[config.mk]
export PLATFORM = sky130hd
export DESIGN_NAME = dq_current_pi_vector_limit_top
export DESIGN_NICKNAME = d
export VERILOG_FILES = /design/src/rtl/dqpi_pkg.sv /design/src/rtl/dqpi_mul.sv /design/src/rtl/dq_current_pi_vector_limit_top.sv
export SDC_FILE = /design/constraint.sdc
export NUM_CORES = 2
export LEC_CHECK = 0
export ABC_CLOCK_PERIOD_IN_PS = 19900
export BUFFER_PORTS_ARGS = -buffer_cell sky130_fd_sc_hd__buf_2
export CORE_MARGIN = 1
export CORE_UTILIZATION = 45
export CTS_CLUSTER_DIAMETER = 100
export CTS_CLUSTER_SIZE = 28
export DETAILED_ROUTE_END_ITERATION = 8
export REMOVE_ABC_BUFFERS = 1
export SYNTH_ARGS = -nofsm -noshare
export SYNTH_HDL_FRONTEND = slang
export SYNTH_SLANG_ARGS = --single-unit
[constraint.sdc]
create_clock -name clk -period 19.9 [get_ports clk]
set_input_delay 1.99 -clock clk [delete_from_list [all_inputs] [get_ports clk]]
set_output_delay 1.99 -clock clk [all_outputs]
set_load 0.01 [all_outputs]
[src/rtl/dqpi_pkg.sv]
// Shared constants, register indexes and saturation helpers for the dq controller.
// No dependencies.
package dqpi_pkg;

  localparam int SIG_WIDTH   = 16;
  localparam int FRAC_BITS   = 12;
  localparam int INTEG_WIDTH = 32;
  localparam int IEXTRA      = 16;
  localparam int CFG_IDX_W   = 3;
  localparam int CFG_DATA_W  = 24;
  localparam int MUL_A_W     = 32;
  localparam int MUL_B_W     = 24;
  localparam int MUL_P_W     = MUL_A_W + MUL_B_W;

  typedef enum logic [CFG_IDX_W-1:0] {
    REG_KP_D          = 3'd0,
    REG_KI_D          = 3'd1,
    REG_KP_Q          = 3'd2,
    REG_KI_Q          = 3'd3,
    REG_VOLT_LIMIT    = 3'd4,
    REG_SAMPLE_PERIOD = 3'd5,
    REG_DESAT_RATE    = 3'd6
  } reg_idx_t;

  localparam logic [0:0] OP_SAMPLE = 1'b0;
  localparam logic [0:0] OP_CLEAR  = 1'b1;

  // saturate a 50-bit sum to the integrator width
  function automatic logic signed [INTEG_WIDTH-1:0] sat_integ(input logic signed [49:0] v);
    logic signed [49:0] hi;
    logic signed [49:0] lo;
    hi = 50'sd2147483647;
    lo = -50'sd2147483648;
    if (v > hi) sat_integ = 32'sh7FFFFFFF;
    else if (v < lo) sat_integ = 32'sh80000000;
    else sat_integ = v[INTEG_WIDTH-1:0];
  endfunction

  // saturate a 26-bit value to the signal width
  function automatic logic signed [SIG_WIDTH-1:0] sat_sig(input logic signed [25:0] v);
    if (v > 26'sd32767) sat_sig = 16'sh7FFF;
    else if (v < -26'sd32768) sat_sig = 16'sh8000;
    else sat_sig = v[SIG_WIDTH-1:0];
  endfunction

endpackage

[src/rtl/dqpi_mul.sv]
// Shared unsigned multiplier with registered product, used by every multiply step.
// Depends on dqpi_pkg.
module dqpi_mul
  import dqpi_pkg::*;
(
  input  logic               clk,
  input  logic [MUL_A_W-1:0] mul_a,
  input  logic [MUL_B_W-1:0] mul_b,
  output logic [MUL_P_W-1:0] prod_r
);

  logic [MUL_P_W-1:0] prod_nxt;

  assign prod_nxt = MUL_P_W'(mul_a) * MUL_P_W'(mul_b);

  always_ff @(posedge clk) begin
    prod_r <= prod_nxt;
  end

endmodule

[src/rtl/dq_current_pi_vector_limit_top.sv]
// Top level of the dq axis PI current controller with voltage vector limit.
// Depends on dqpi_pkg and dqpi_mul.
//
//  channel | direction | beat contents
//  in_     | input     | operation, d_ref, d_meas, q_ref, q_meas
//  out_    | output    | volt_d, volt_q, clipped
//  cfg_    | input     | index, data (always ready)
//
// A clear beat goes straight to the result. A sample integrates, or decays after
// a clipped result (one shared 32x24 multiplier, one product per cycle); a limited
// vector adds a 16-step square root and two divides (none for a zero vector with
// zero limit). Reset clears the state and loads volt_limit with its
// maximum. A result the receiver has not taken holds the block in its last state,
// and a new beat waits until the block is back in idle.
module dq_current_pi_vector_limit_top
  import dqpi_pkg::*;
(
  input  logic                        clk,
  input  logic                        rst_n,
  input  logic                        in_valid,
  output logic                        in_ready,
  input  logic                        in_operation,
  input  logic signed [SIG_WIDTH-1:0] in_d_ref,
  input  logic signed [SIG_WIDTH-1:0] in_d_meas,
  input  logic signed [SIG_WIDTH-1:0] in_q_ref,
  input  logic signed [SIG_WIDTH-1:0] in_q_meas,
  output logic                        out_valid,
  input  logic                        out_ready,
  output logic signed [SIG_WIDTH-1:0] out_volt_d,
  output logic signed [SIG_WIDTH-1:0] out_volt_q,
  output logic                        out_clipped,
  input  logic                        cfg_valid,
  output logic                        cfg_ready,
  input  logic [CFG_IDX_W-1:0]        cfg_index,
  input  logic [CFG_DATA_W-1:0]       cfg_data
);

  typedef enum logic [4:0] {
    S_IDLE, S_I1, S_I2, S_I3, S_I4, S_D1, S_D2, S_D3, S_P1, S_P2,
    S_SQ1, S_SQ2, S_SQ3, S_SQ4, S_SQRT, S_R1, S_R2, S_DIV, S_R3, S_DONE
  } state_t;

  state_t state_r;

  // configuration
  logic [15:0] kp_r [2];
  logic [23:0] ki_r [2];
  logic [14:0] vlim_r;
  logic [23:0] ts_r;
  logic [23:0] desat_r;

  // controller state and working registers
  logic signed [INTEG_WIDTH-1:0] integ_r [2];
  logic                          clip_flag_r;
  logic signed [16:0]            e_r [2];
  logic signed [SIG_WIDTH-1:0]   u_r [2];
  logic                          ax_r;
  logic                          clip_r;
  logic [7:0]                    th_r;
  logic [MUL_P_W-1:0]            lo_r;
  logic [31:0]                   ss_r;
  logic [31:0]                   x_r;
  logic [17:0]                   rem_r;
  logic [15:0]                   root_r;
  logic [15:0]                   drem_r;
  logic [15:0]                   dd_r;
  logic [15:0]                   quo_r;
  logic [3:0]                    cnt_r;
  logic                          out_valid_r;
  logic signed [SIG_WIDTH-1:0]   out_d_r;
  logic signed [SIG_WIDTH-1:0]   out_q_r;
  logic                          out_clip_r;

  logic [MUL_A_W-1:0] mul_a;
  logic [MUL_B_W-1:0] mul_b;
  logic [MUL_P_W-1:0] prod_r;

  dqpi_mul u_mul (
    .clk    (clk),
    .mul_a  (mul_a),
    .mul_b  (mul_b),
    .prod_r (prod_r)
  );

  // magnitudes of the current axis operands
  logic signed [16:0] e_neg;
  logic [15:0]        e_mag;
  logic               e_sgn;
  logic signed [16:0] u_neg;
  logic [15:0]        u_mag;
  logic               u_sgn;
  logic signed [INTEG_WIDTH:0] i_neg;
  logic [31:0]        i_mag;
  logic               i_sgn;

  assign e_sgn = e_r[ax_r][16];
  assign e_neg = -e_r[ax_r];
  assign e_mag = e_sgn ? e_neg[15:0] : e_r[ax_r][15:0];
  assign u_sgn = u_r[ax_r][SIG_WIDTH-1];
  assign u_neg = -(17'(u_r[ax_r]));
  assign u_mag = u_sgn ? u_neg[15:0] : u_r[ax_r];
  assign i_sgn = integ_r[ax_r][INTEG_WIDTH-1];
  assign i_neg = -(33'(integ_r[ax_r]));
  assign i_mag = i_sgn ? i_neg[31:0] : integ_r[ax_r];

  // operand selection for the shared multiplier
  always_comb begin
    mul_a = '0;
    mul_b = '0;
    case (state_r)
      S_I1:  begin mul_a = 32'(e_mag);       mul_b = ki_r[ax_r];          end
      S_I2:  begin mul_a = prod_r[31:0];     mul_b = ts_r;                end
      S_I3:  begin mul_a = 32'(th_r);        mul_b = ts_r;                end
      S_D1:  begin mul_a = i_mag;            mul_b = ts_r;                end
      S_D2:  begin mul_a = prod_r[55:24];    mul_b = desat_r;             end
      S_P1:  begin mul_a = 32'(e_mag);       mul_b = {kp_r[ax_r], 8'd0};  end
      S_SQ1: begin mul_a = 32'(u_mag);       mul_b = 24'(u_mag);          end
      S_SQ2: begin mul_a = 32'(u_mag);       mul_b = 24'(u_mag);          end
      S_SQ3: begin mul_a = 32'(vlim_r);      mul_b = 24'(vlim_r);         end
      S_R1:  begin mul_a = 32'(u_mag);       mul_b = 24'(vlim_r);         end
      default: begin mul_a = '0;             mul_b = '0;                  end
    endcase
  end

  // integrator gain step: (hi << 32 + lo) >> 16, signed by the error
  logic [63:0]        ig_full;
  logic [47:0]        ig_term;
  logic signed [49:0] ig_sum;
  assign ig_full = {prod_r[31:0], 32'd0} + {8'd0, lo_r};
  assign ig_term = ig_full[63:16];
  assign ig_sum  = e_sgn ? 50'(integ_r[ax_r]) - $signed({2'b0, ig_term})
                         : 50'(integ_r[ax_r]) + $signed({2'b0, ig_term});

  // decay step: integrator minus its scaled self
  logic [47:0]        dc_term;
  logic signed [49:0] dc_sum;
  assign dc_term = prod_r[55:8];
  assign dc_sum  = i_sgn ? 50'(integ_r[ax_r]) + $signed({2'b0, dc_term})
                         : 50'(integ_r[ax_r]) - $signed({2'b0, dc_term});

  // proportional sum, truncated toward zero by the extra fraction bits
  logic signed [41:0] pv_sum;
  logic signed [41:0] pv_adj;
  logic signed [25:0] pv_shr;
  assign pv_sum = e_sgn ? 42'(integ_r[ax_r]) - $signed({2'b0, prod_r[39:0]})
                        : 42'(integ_r[ax_r]) + $signed({2'b0, prod_r[39:0]});
  assign pv_adj = pv_sum[41] ? pv_sum + 42'sd65535 : pv_sum;
  assign pv_shr = pv_adj[41:IEXTRA];

  // square root digit step
  logic [19:0] sq_rt;
  logic [19:0] sq_trial;
  logic        sq_ge;
  logic [19:0] sq_diff;
  assign sq_rt    = {rem_r, x_r[31:30]};
  assign sq_trial = {2'b0, root_r, 2'b01};
  assign sq_ge    = sq_rt >= sq_trial;
  assign sq_diff  = sq_rt - sq_trial;

  // divide bit step, divisor is the root
  logic [16:0] dv_rt;
  logic        dv_ge;
  logic [16:0] dv_diff;
  assign dv_rt   = {drem_r, dd_r[15]};
  assign dv_ge   = dv_rt >= {1'b0, root_r};
  assign dv_diff = dv_rt - {1'b0, root_r};

  // signed, saturated quotient
  logic signed [25:0] rs_val;
  assign rs_val = u_sgn ? -$signed(26'(quo_r)) : $signed(26'(quo_r));

  logic in_acc;
  logic out_free;
  assign in_acc   = in_valid && in_ready;
  assign out_free = !out_valid_r || out_ready;

  // sequencer, working registers and output register
  always_ff @(posedge clk) begin
    if (!rst_n) begin
      state_r     <= S_IDLE;
      kp_r[0]     <= '0;
      kp_r[1]     <= '0;
      ki_r[0]     <= '0;
      ki_r[1]     <= '0;
      vlim_r      <= 15'h7FFF;
      ts_r        <= '0;
      desat_r     <= '0;
      integ_r[0]  <= '0;
      integ_r[1]  <= '0;
      clip_flag_r <= 1'b0;
      out_valid_r <= 1'b0;
      ax_r        <= 1'b0;
      cnt_r       <= '0;
    end else begin
      // the last state reloads the output register itself
      if (out_valid_r && out_ready && state_r != S_DONE) out_valid_r <= 1'b0;

      if (cfg_valid) begin
        case (cfg_index)
          REG_KP_D:          kp_r[0] <= cfg_data[15:0];
          REG_KI_D:          ki_r[0] <= cfg_data;
          REG_KP_Q:          kp_r[1] <= cfg_data[15:0];
          REG_KI_Q:          ki_r[1] <= cfg_data;
          REG_VOLT_LIMIT:    vlim_r  <= cfg_data[14:0];
          REG_SAMPLE_PERIOD: ts_r    <= cfg_data;
          REG_DESAT_RATE:    desat_r <= cfg_data;
          default: ;
        endcase
      end

      case (state_r)
        S_IDLE: begin
          if (in_acc) begin
            ax_r <= 1'b0;
            if (in_operation == OP_CLEAR) begin
              integ_r[0]  <= '0;
              integ_r[1]  <= '0;
              clip_flag_r <= 1'b0;
              u_r[0]      <= '0;
              u_r[1]      <= '0;
              clip_r      <= 1'b0;
              state_r     <= S_DONE;
            end else begin
              e_r[0]  <= 17'(in_d_ref) - 17'(in_d_meas);
              e_r[1]  <= 17'(in_q_ref) - 17'(in_q_meas);
              state_r <= clip_flag_r ? S_D1 : S_I1;
            end
          end
        end
        S_I1: state_r <= S_I2;
        S_I2: begin
          th_r    <= prod_r[39:32];
          state_r <= S_I3;
        end
        S_I3: begin
          lo_r    <= prod_r;
          state_r <= S_I4;
        end
        S_I4: begin
          integ_r[ax_r] <= sat_integ(ig_sum);
          state_r       <= S_P1;
        end
        S_D1: state_r <= S_D2;
        S_D2: state_r <= S_D3;
        S_D3: begin
          integ_r[ax_r] <= sat_integ(dc_sum);
          state_r       <= S_P1;
        end
        S_P1: state_r <= S_P2;
        S_P2: begin
          u_r[ax_r] <= sat_sig(pv_shr);
          if (!ax_r) begin
            ax_r    <= 1'b1;
            state_r <= clip_flag_r ? S_D1 : S_I1;
          end else begin
            ax_r    <= 1'b0;
            state_r <= S_SQ1;
          end
        end
        S_SQ1: begin
          ax_r    <= 1'b1;
          state_r <= S_SQ2;
        end
        S_SQ2: begin
          ss_r    <= prod_r[31:0];
          state_r <= S_SQ3;
        end
        S_SQ3: begin
          ss_r    <= ss_r + prod_r[31:0];
          state_r <= S_SQ4;
        end
        S_SQ4: begin
          clip_r <= ss_r >= prod_r[31:0];
          x_r    <= ss_r;
          rem_r  <= '0;
          root_r <= '0;
          cnt_r  <= '0;
          ax_r   <= 1'b0;
          state_r <= (ss_r >= prod_r[31:0]) ? S_SQRT : S_DONE;
        end
        S_SQRT: begin
          x_r   <= {x_r[29:0], 2'b00};
          cnt_r <= cnt_r + 4'd1;
          if (sq_ge) begin
            rem_r  <= sq_diff[17:0];
            root_r <= {root_r[14:0], 1'b1};
          end else begin
            rem_r  <= sq_rt[17:0];
            root_r <= {root_r[14:0], 1'b0};
          end
          if (cnt_r == 4'hF) begin
            // zero vector with zero limit: both axes go to zero
            if (root_r[14:0] == '0 && !sq_ge) begin
              u_r[0]  <= '0;
              u_r[1]  <= '0;
              state_r <= S_DONE;
            end else begin
              state_r <= S_R1;
            end
          end
        end
        S_R1: state_r <= S_R2;
        S_R2: begin
          drem_r  <= {2'b0, prod_r[29:16]};
          dd_r    <= prod_r[15:0];
          cnt_r   <= '0;
          state_r <= S_DIV;
        end
        S_DIV: begin
          dd_r  <= {dd_r[14:0], 1'b0};
          cnt_r <= cnt_r + 4'd1;
          if (dv_ge) begin
            drem_r <= dv_diff[15:0];
            quo_r  <= {quo_r[14:0], 1'b1};
          end else begin
            drem_r <= dv_rt[15:0];
            quo_r  <= {quo_r[14:0], 1'b0};
          end
          if (cnt_r == 4'hF) state_r <= S_R3;
        end
        S_R3: begin
          u_r[ax_r] <= sat_sig(rs_val);
          if (!ax_r) begin
            ax_r    <= 1'b1;
            state_r <= S_R1;
          end else begin
            ax_r    <= 1'b0;
            state_r <= S_DONE;
          end
        end
        S_DONE: begin
          if (out_free) begin
            out_d_r     <= u_r[0];
            out_q_r     <= u_r[1];
            out_clip_r  <= clip_r;
            clip_flag_r <= clip_r;
            out_valid_r <= 1'b1;
            state_r     <= S_IDLE;
          end
        end
        default: state_r <= S_IDLE;
      endcase
    end
  end

  assign in_ready    = (state_r == S_IDLE);
  assign cfg_ready   = 1'b1;
  assign out_valid   = out_valid_r;
  assign out_volt_d  = out_d_r;
  assign out_volt_q  = out_q_r;
  assign out_clipped = out_clip_r;

endmodule

* Word-level counts from Yosys, hierarchy flattened
Memories as Yosys holds them, arrays and structs flattened. A register that Yosys moved wholly into a read port is not among the register bits.
Index checks and enable logic that the tools add are counted.
** Storage, ports and cells
- Bits in registers :: 343
- Bits in writable memories :: 210
- Output and inout bits :: 36
- Memories kept :: 5
** Memories
- integ_r :: depth 2, width 32, rd ports 1, clocked after memory_dff 1, wr ports 2, RTL line dq_current_pi_vector_limit_top.sv:53 : logic signed [INTEG_WIDTH-1:0] integ_r [2];
- ki_r :: depth 2, width 24, rd ports 1, clocked after memory_dff 1, wr ports 2, RTL line dq_current_pi_vector_limit_top.sv:47 : logic [23:0] ki_r [2];
- e_r :: depth 2, width 17, rd ports 1, clocked after memory_dff 1, wr ports 2, RTL line dq_current_pi_vector_limit_top.sv:55 : logic signed [16:0] e_r [2];
- kp_r :: depth 2, width 16, rd ports 1, clocked after memory_dff 1, wr ports 2, RTL line dq_current_pi_vector_limit_top.sv:46 : logic [15:0] kp_r [2];
- u_r :: depth 2, width 16, rd ports 3, clocked after memory_dff 3, wr ports 2, RTL line dq_current_pi_vector_limit_top.sv:56 : logic signed [SIG_WIDTH-1:0] u_r [2];
** Operators by class
- Add/sub/neg operators :: 18
- Multiply operators :: 1
- Magnitude comparators :: 11
- Eq/ne operators :: 32
- Multiplexer cells :: 129
- Bitwise gates (word level) :: 10
- Reduce and logical (&&, ||, !) cells :: 42
** Operators with widths (count)
- $mux W32 :: 13
- $mux W16 :: 17
- $pmux W32 S7 :: 1
- $pmux W24 S6 :: 1
- $pmux W32 S2 :: 2
- $add A32 B49 Y50 :: 2
- $gt A50 B32 Y1 const B :: 2
- $lt A50 B32 Y1 const B :: 2
- $mux W50 :: 2
- $sub A32 B49 Y50 :: 2
- $pmux W16 S2 :: 3
- $pmux W5 S19 :: 1
- $mux W42 :: 2
- $mux W1 :: 68
- $add A64 B56 Y64 :: 1
- $mul A32 B24 Y56 :: 1
- $gt A26 B16 Y1 const B :: 2
- $lt A26 B16 Y1 const B :: 2
- $mux W24 :: 2
- $add A32 B41 Y42 :: 1
- $add A42 B17 Y42 const B :: 1
- $sub A32 B41 Y42 :: 1
- $eq A5 B4 Y1 const B :: 8
- $mux W5 :: 8
- other kinds (46) :: 98

* Logic depth before layout (Yosys ltp)
- Word-level depth :: 11
- Depth in mapped cells :: 45
- Mapped depth without buffers :: 41

* Modules after synthesis
Synthesis repeated with hierarchy kept, for this count alone.
** Second synthesis, totals
- Cells, all modules :: 7690
- Area total of the unflattened synthesis :: 67741.2 µm²
** Modules (own cells, without submodules)
- dq_current_pi_vector_limit_top :: instances 1, cells each 4755, area each 41503.6 µm²
- dqpi_mul :: instances 1, cells each 2935, area each 26237.7 µm²

* Worst setup path after synthesis
Ideal clock, no wire load.
- Path type :: reg-to-reg
- Start :: reg (tool-made name)
- End :: reg u_mul.prod_r[55]
- Setup time :: 0.072 ns
- Arrival :: 10.259 ns
- Path slack :: 9.569 ns
- Cell stages (with the launch flop) :: 42
- Clock period less this slack :: 10.331 ns
- Cells stage by stage :: dfxtp_1 -> buf_2 -> buf_2 -> buf_2 -> buf_2 -> buf_1 -> buf_2 -> buf_1 -> mux2i_1 -> nor2_1 -> a21oi_1 -> o211ai_1 -> a221oi_1 -> clkbuf_1 -> nor2_1 -> fa_1 -> inv_1 -> fa_1 -> [... 6 more ...] -> fa_1 -> inv_1 -> fa_1 -> inv_1 -> ha_1 -> a21o_1 -> a21o_1 -> a21o_1 -> a21oi_1 -> o21bai_1 -> a31o_2 -> a221oi_1 -> o21a_1 -> o31ai_1 -> a221oi_1 -> o21ai_0 -> o21ai_0 -> xnor2_1
** RTL lines
- end signal, assigned :: RTL line dqpi_mul.sv:17 : prod_r <= prod_nxt;
- end, declared :: RTL line dqpi_mul.sv:9 : output logic [MUL_P_W-1:0] prod_r

==> results.json <==
{
  "finalCritPeriodShare_pct": 64.8,
  "fill_cells": 14600,
  "maxCapViolations": 0,
  "htreeDepth": 2,
  "post-place-ws_ns": 7.23,
  "drc": 0,
  "p_leak_nw": 31.8,
  "final_nets": 9123,
  "die_h_microns": 391,
  "first_global_vias": 58800,
  "rsz0062_at_grt": "false",
  "core_sq_um": 150000,
  "die_x_microns": 391,
  "cts_tree": "done",
  "cp-start-kind": "register",
  "hpwl_microns": 195000,
  "finClkSkew_ns": 0.0638,
  "arrival_ns": 13.43,
  "path_delay_family": "adder cells",
  "final_layout_size_suffix_gt1_share_pct": 6.41,
  "synth_cell_types": 115,
  "critPathMaxFanout": 48,
  "post-route-min-period_ns": 12.89,
  "layout_setup_ws_ns": 7.01,
  "finalMaxSlewViolations": 0,
  "clk_pin_slew_ns": 0.10,
  "crit_buf_inv": 8,
  "tightest_slew_ns": 1.25,
  "cts.sinks": 570,
  "async_flop_share_pct": 0,
  "drt-pass1-iter-count": 7,
  "port_buffers": 131,
  "grt_pass1_wl_microns": 375000,
  "cts_resized": 0,
  "track_usage_pct": 32.9,
  "area_growth_pct": 6.79,
  "post_cts_buffers": 0,
  "synth_edf_count": 438,
  "slew_headroom_pct": 15.2,
  "crit_top_cell": "fa_1",
  "met3_usage_pct": 6.05,
  "final_cells": 9944,
  "slowest_stage": "o41ai_1",
  "post_drt_wl_per_cell_microns": 25.4,
  "drt_iter0_drc": 6002,
  "ys_seq_area_share_pct": 23.2,
  "cts_hold_buffers": 0,
  "grt_max_degree": 78,
  "vdd_drop_max_v": 0.000112,
  "synth.cell_area_sq_um": 68100,
  "gr-usage-met1_pct": 43.8,
  "status": "finished, final reports clean",
  "via_per_inst": 5.96,
  "p_per_area_nw_per_um2": 120,
  "ys_warn_count": 0,
  "ys_ff_latch": 570,
  "fp.dieArea_sq_um": 153000,
  "worstPathRequired_ns": 20.44,
  "top_usage_layer": "met2",
  "vias": 59200,
  "end_kind": "register",
  "use_met2_pct": 50.9,
  "hold_path.class": "register to register",
  "rows": 142,
  "gp_congestion": 1.01,
  "fmax_ghz": 0.0776,
  "cts_root_buf": "clkbuf_16",
  "fin_tns_setup_ns": 0,
  "synth_cells": 7944,
  "cts_inserted_buffers": 36,
  "dp_cells": 9874,
  "grt_overflow": 0,
  "cp_slowest_stage_delay_ns": 0.76,
  "io_pins": 133,
  "ant_nets": 0,
  "start_util_pct": 45.4,
  "syn_avg_cell_area_sq_um": 8.57,
  "clock_path_buffers": 3,
  "finalSetupViolCount": 0,
  "antenna_found_initial": 15,
  "synth_ff_type": "edfxtp_1",
  "worstSkewPairLatency_ns": 0.69,
  "critPathKind": "register to register",
  "wirelength_microns": 252000,
  "finalHoldViolCount": 0
}
==> per-stage QoR <==
| stage | hold WS, ns | cell area (sq um) | utilization, % | power, mW |
|---|---|---|---|---|
| finish | 0.453 | 72700 | 48.5 | 8.74 |
| global route | 0.479 | 72700 | 48.5 | 9.28 |
| CTS | 0.454 | 72700 | 48.5 | 8.61 |
| detailed placement | 0.431 | 71300 | 47.5 | 7.67 |
| global placement | 0.434 | 71300 | 47.5 | 7.63 |
| floorplan | 0.426 | 66500 | - | 5.59 |
==> report_power, final <==
part           switching, mW  internal, mW
logic                   4.28          2.04
registers              0.104          1.42
clock network          0.530         0.377
==> area by class of cell <==
cell class / instances / area, sq um / share of cell area (%)
clock buffer: 41 / 920 / 1.27
timing repair buffer: 294 / 1880 / 2.59
inverter: 1084 / 4070 / 5.60
sequential: 570 / 15800 / 21.7
tap: 2016 / 2520 / 3.47
antenna: 4 / 10.0 / 0.0138
clock inverter: 25 / 442 / 0.608
multi-input combinational: 5910 / 47000 / 64.7
==> layer usage <==
metal	vias up	wire length, microns
met5	-	0
li1	26600	-
met2	2884	110000
met1	29200	102000
met3	572	24100
met4	0	15500
==> synthesized netlist by cell type (all sizes together) (16+ instances only) <==
| cell | number | share of area, % |
|---|---|---|
| a221o | 26 | 0.38 |
| a22oi | 44 | 0.49 |
| o21bai | 47 | 0.52 |
| a211oi | 105 | 1.2 |
| o22ai | 22 | 0.20 |
| mux2 | 28 | 0.46 |
| fa | 666 | 20 |
| dfxtp | 132 | 3.9 |
| o31ai | 34 | 0.40 |
| o32ai | 35 | 0.45 |
| nand2b | 64 | 0.59 |
| a31o | 17 | 0.22 |
| nand3 | 132 | 0.99 |
| nand4 | 57 | 0.55 |
| and4 | 17 | 0.22 |
| xnor2 | 299 | 3.8 |
| a2111oi | 16 | 0.28 |
| a21boi | 48 | 0.53 |
| nor3 | 118 | 0.90 |
| a21oi | 427 | 3.2 |
| o211ai | 29 | 0.32 |
| xor2 | 137 | 1.8 |
| nor4 | 62 | 0.69 |
| nand2 | 1182 | 6.5 |
| a21o | 125 | 1.4 |
| nor2b | 46 | 0.42 |
| nor2 | 620 | 3.4 |
| o21ai | 317 | 2.3 |
| ha | 464 | 8.5 |
| o21a | 43 | 0.47 |
| inv | 1081 | 6.0 |
| a31oi | 82 | 0.75 |
| and2 | 162 | 1.5 |
| edfxtp | 438 | 19 |
| mux2i | 107 | 1.6 |
| a221oi | 27 | 0.36 |
| buf | 64 | 0.48 |
| or3 | 58 | 0.53 |
| clkbuf | 316 | 1.7 |
| and3 | 43 | 0.40 |
==> cell families (layout without fill, tap and decap cells) <==
group | after synthesis | in the layout | synth area share, %
adder cells (fa/ha/maj) | 1130 | 1130 | 28.1
other | 1 | 5 | 0.00551
XOR/XNOR | 437 | 437 | 5.64
multiplexers | 135 | 135 | 2.04
AO/OA/AOI/OAI | 1570 | 1570 | 15.1
flip-flops | 570 | 570 | 23.2
buffers and inverters | 1464 | 1444 | 8.21
AND/OR/NAND/NOR | 2637 | 2637 | 17.6
==> state kept, by name (all words and copies together), names as in the netlist, 4 cells and up, named ones only <==
signal,count
cnt_r,4
dd_r,16
desat_r,24
drem_r,16
e_r,34
integ_r,64
ki_r,48
kp_r,32
lo_r,40
out_volt_d,16
out_volt_q,16
quo_r,16
rem_r,18
root_r,16
ss_r,32
state_r,5
th_r,8
ts_r,24
u_mul.prod_r,56
u_r,32
vlim_r,15
x_r,32
==> worst paths after layout <==
check | startpoint | to | slack [ns] | depth (start not counted)
worst min-delay path | u_r[0][13] | out_volt_d[13] | 0.45 | 0
worst min register to register | u_r[0][13] | out_volt_d[13] | 0.45 | 0
worst max-delay path | register | u_mul.prod_r[52] | 7.01 | 39
worst max register to register | register | u_mul.prod_r[52] | 7.01 | 39
==> layout by cell type, fill, tap and decap left out, types with 35 or more instances in the layout <==
| cell type | netlist | final |
|---|---|---|
| a21o_1 | 125 | 125 |
| nand2_1 | 1182 | 1181 |
| o21ai_0 | 297 | 289 |
| nand3_1 | 129 | 124 |
| xnor2_1 | 299 | 299 |
| nor4_1 | 54 | 50 |
| nor2b_1 | 46 | 46 |
| buf_2 | 32 | 131 |
| and3_1 | 43 | 42 |
| a31oi_1 | 82 | 82 |
| o21bai_1 | 47 | 47 |
| o21a_1 | 43 | 43 |
| nor3_1 | 115 | 107 |
| inv_1 | 1080 | 1080 |
| dfxtp_1 | 132 | 131 |
| xor2_1 | 137 | 137 |
| nor2_1 | 619 | 615 |
| a21oi_1 | 425 | 424 |
| ha_1 | 464 | 464 |
| edfxtp_1 | 438 | 438 |
| and2_1 | 161 | 161 |
| nand4_1 | 56 | 56 |
| o32ai_1 | 35 | 35 |
| nand2b_1 | 64 | 64 |
| or3_1 | 58 | 58 |
| clkbuf_16 | 0 | 36 |
| a21boi_0 | 46 | 46 |
| fa_1 | 666 | 666 |
| a22oi_1 | 44 | 44 |
| mux2i_1 | 107 | 104 |
| a211oi_1 | 104 | 103 |
| buf_4 | 5 | 163 |
==> worst reg2reg max path: cells and delay by family (launching register included) <==
family	cells	cell delay [ns]
muxes	1	0.34
buffers and inverters	8	2.12
adders and majority gates	8	3.93
and+or+nand+nor	10	2.18
xor gates and xnor gates	2	0.29
AOI/OAI and AO/OA	10	3.33
DFF	1	0.55
Note: power is estimated with default switching activity, not from simulation.
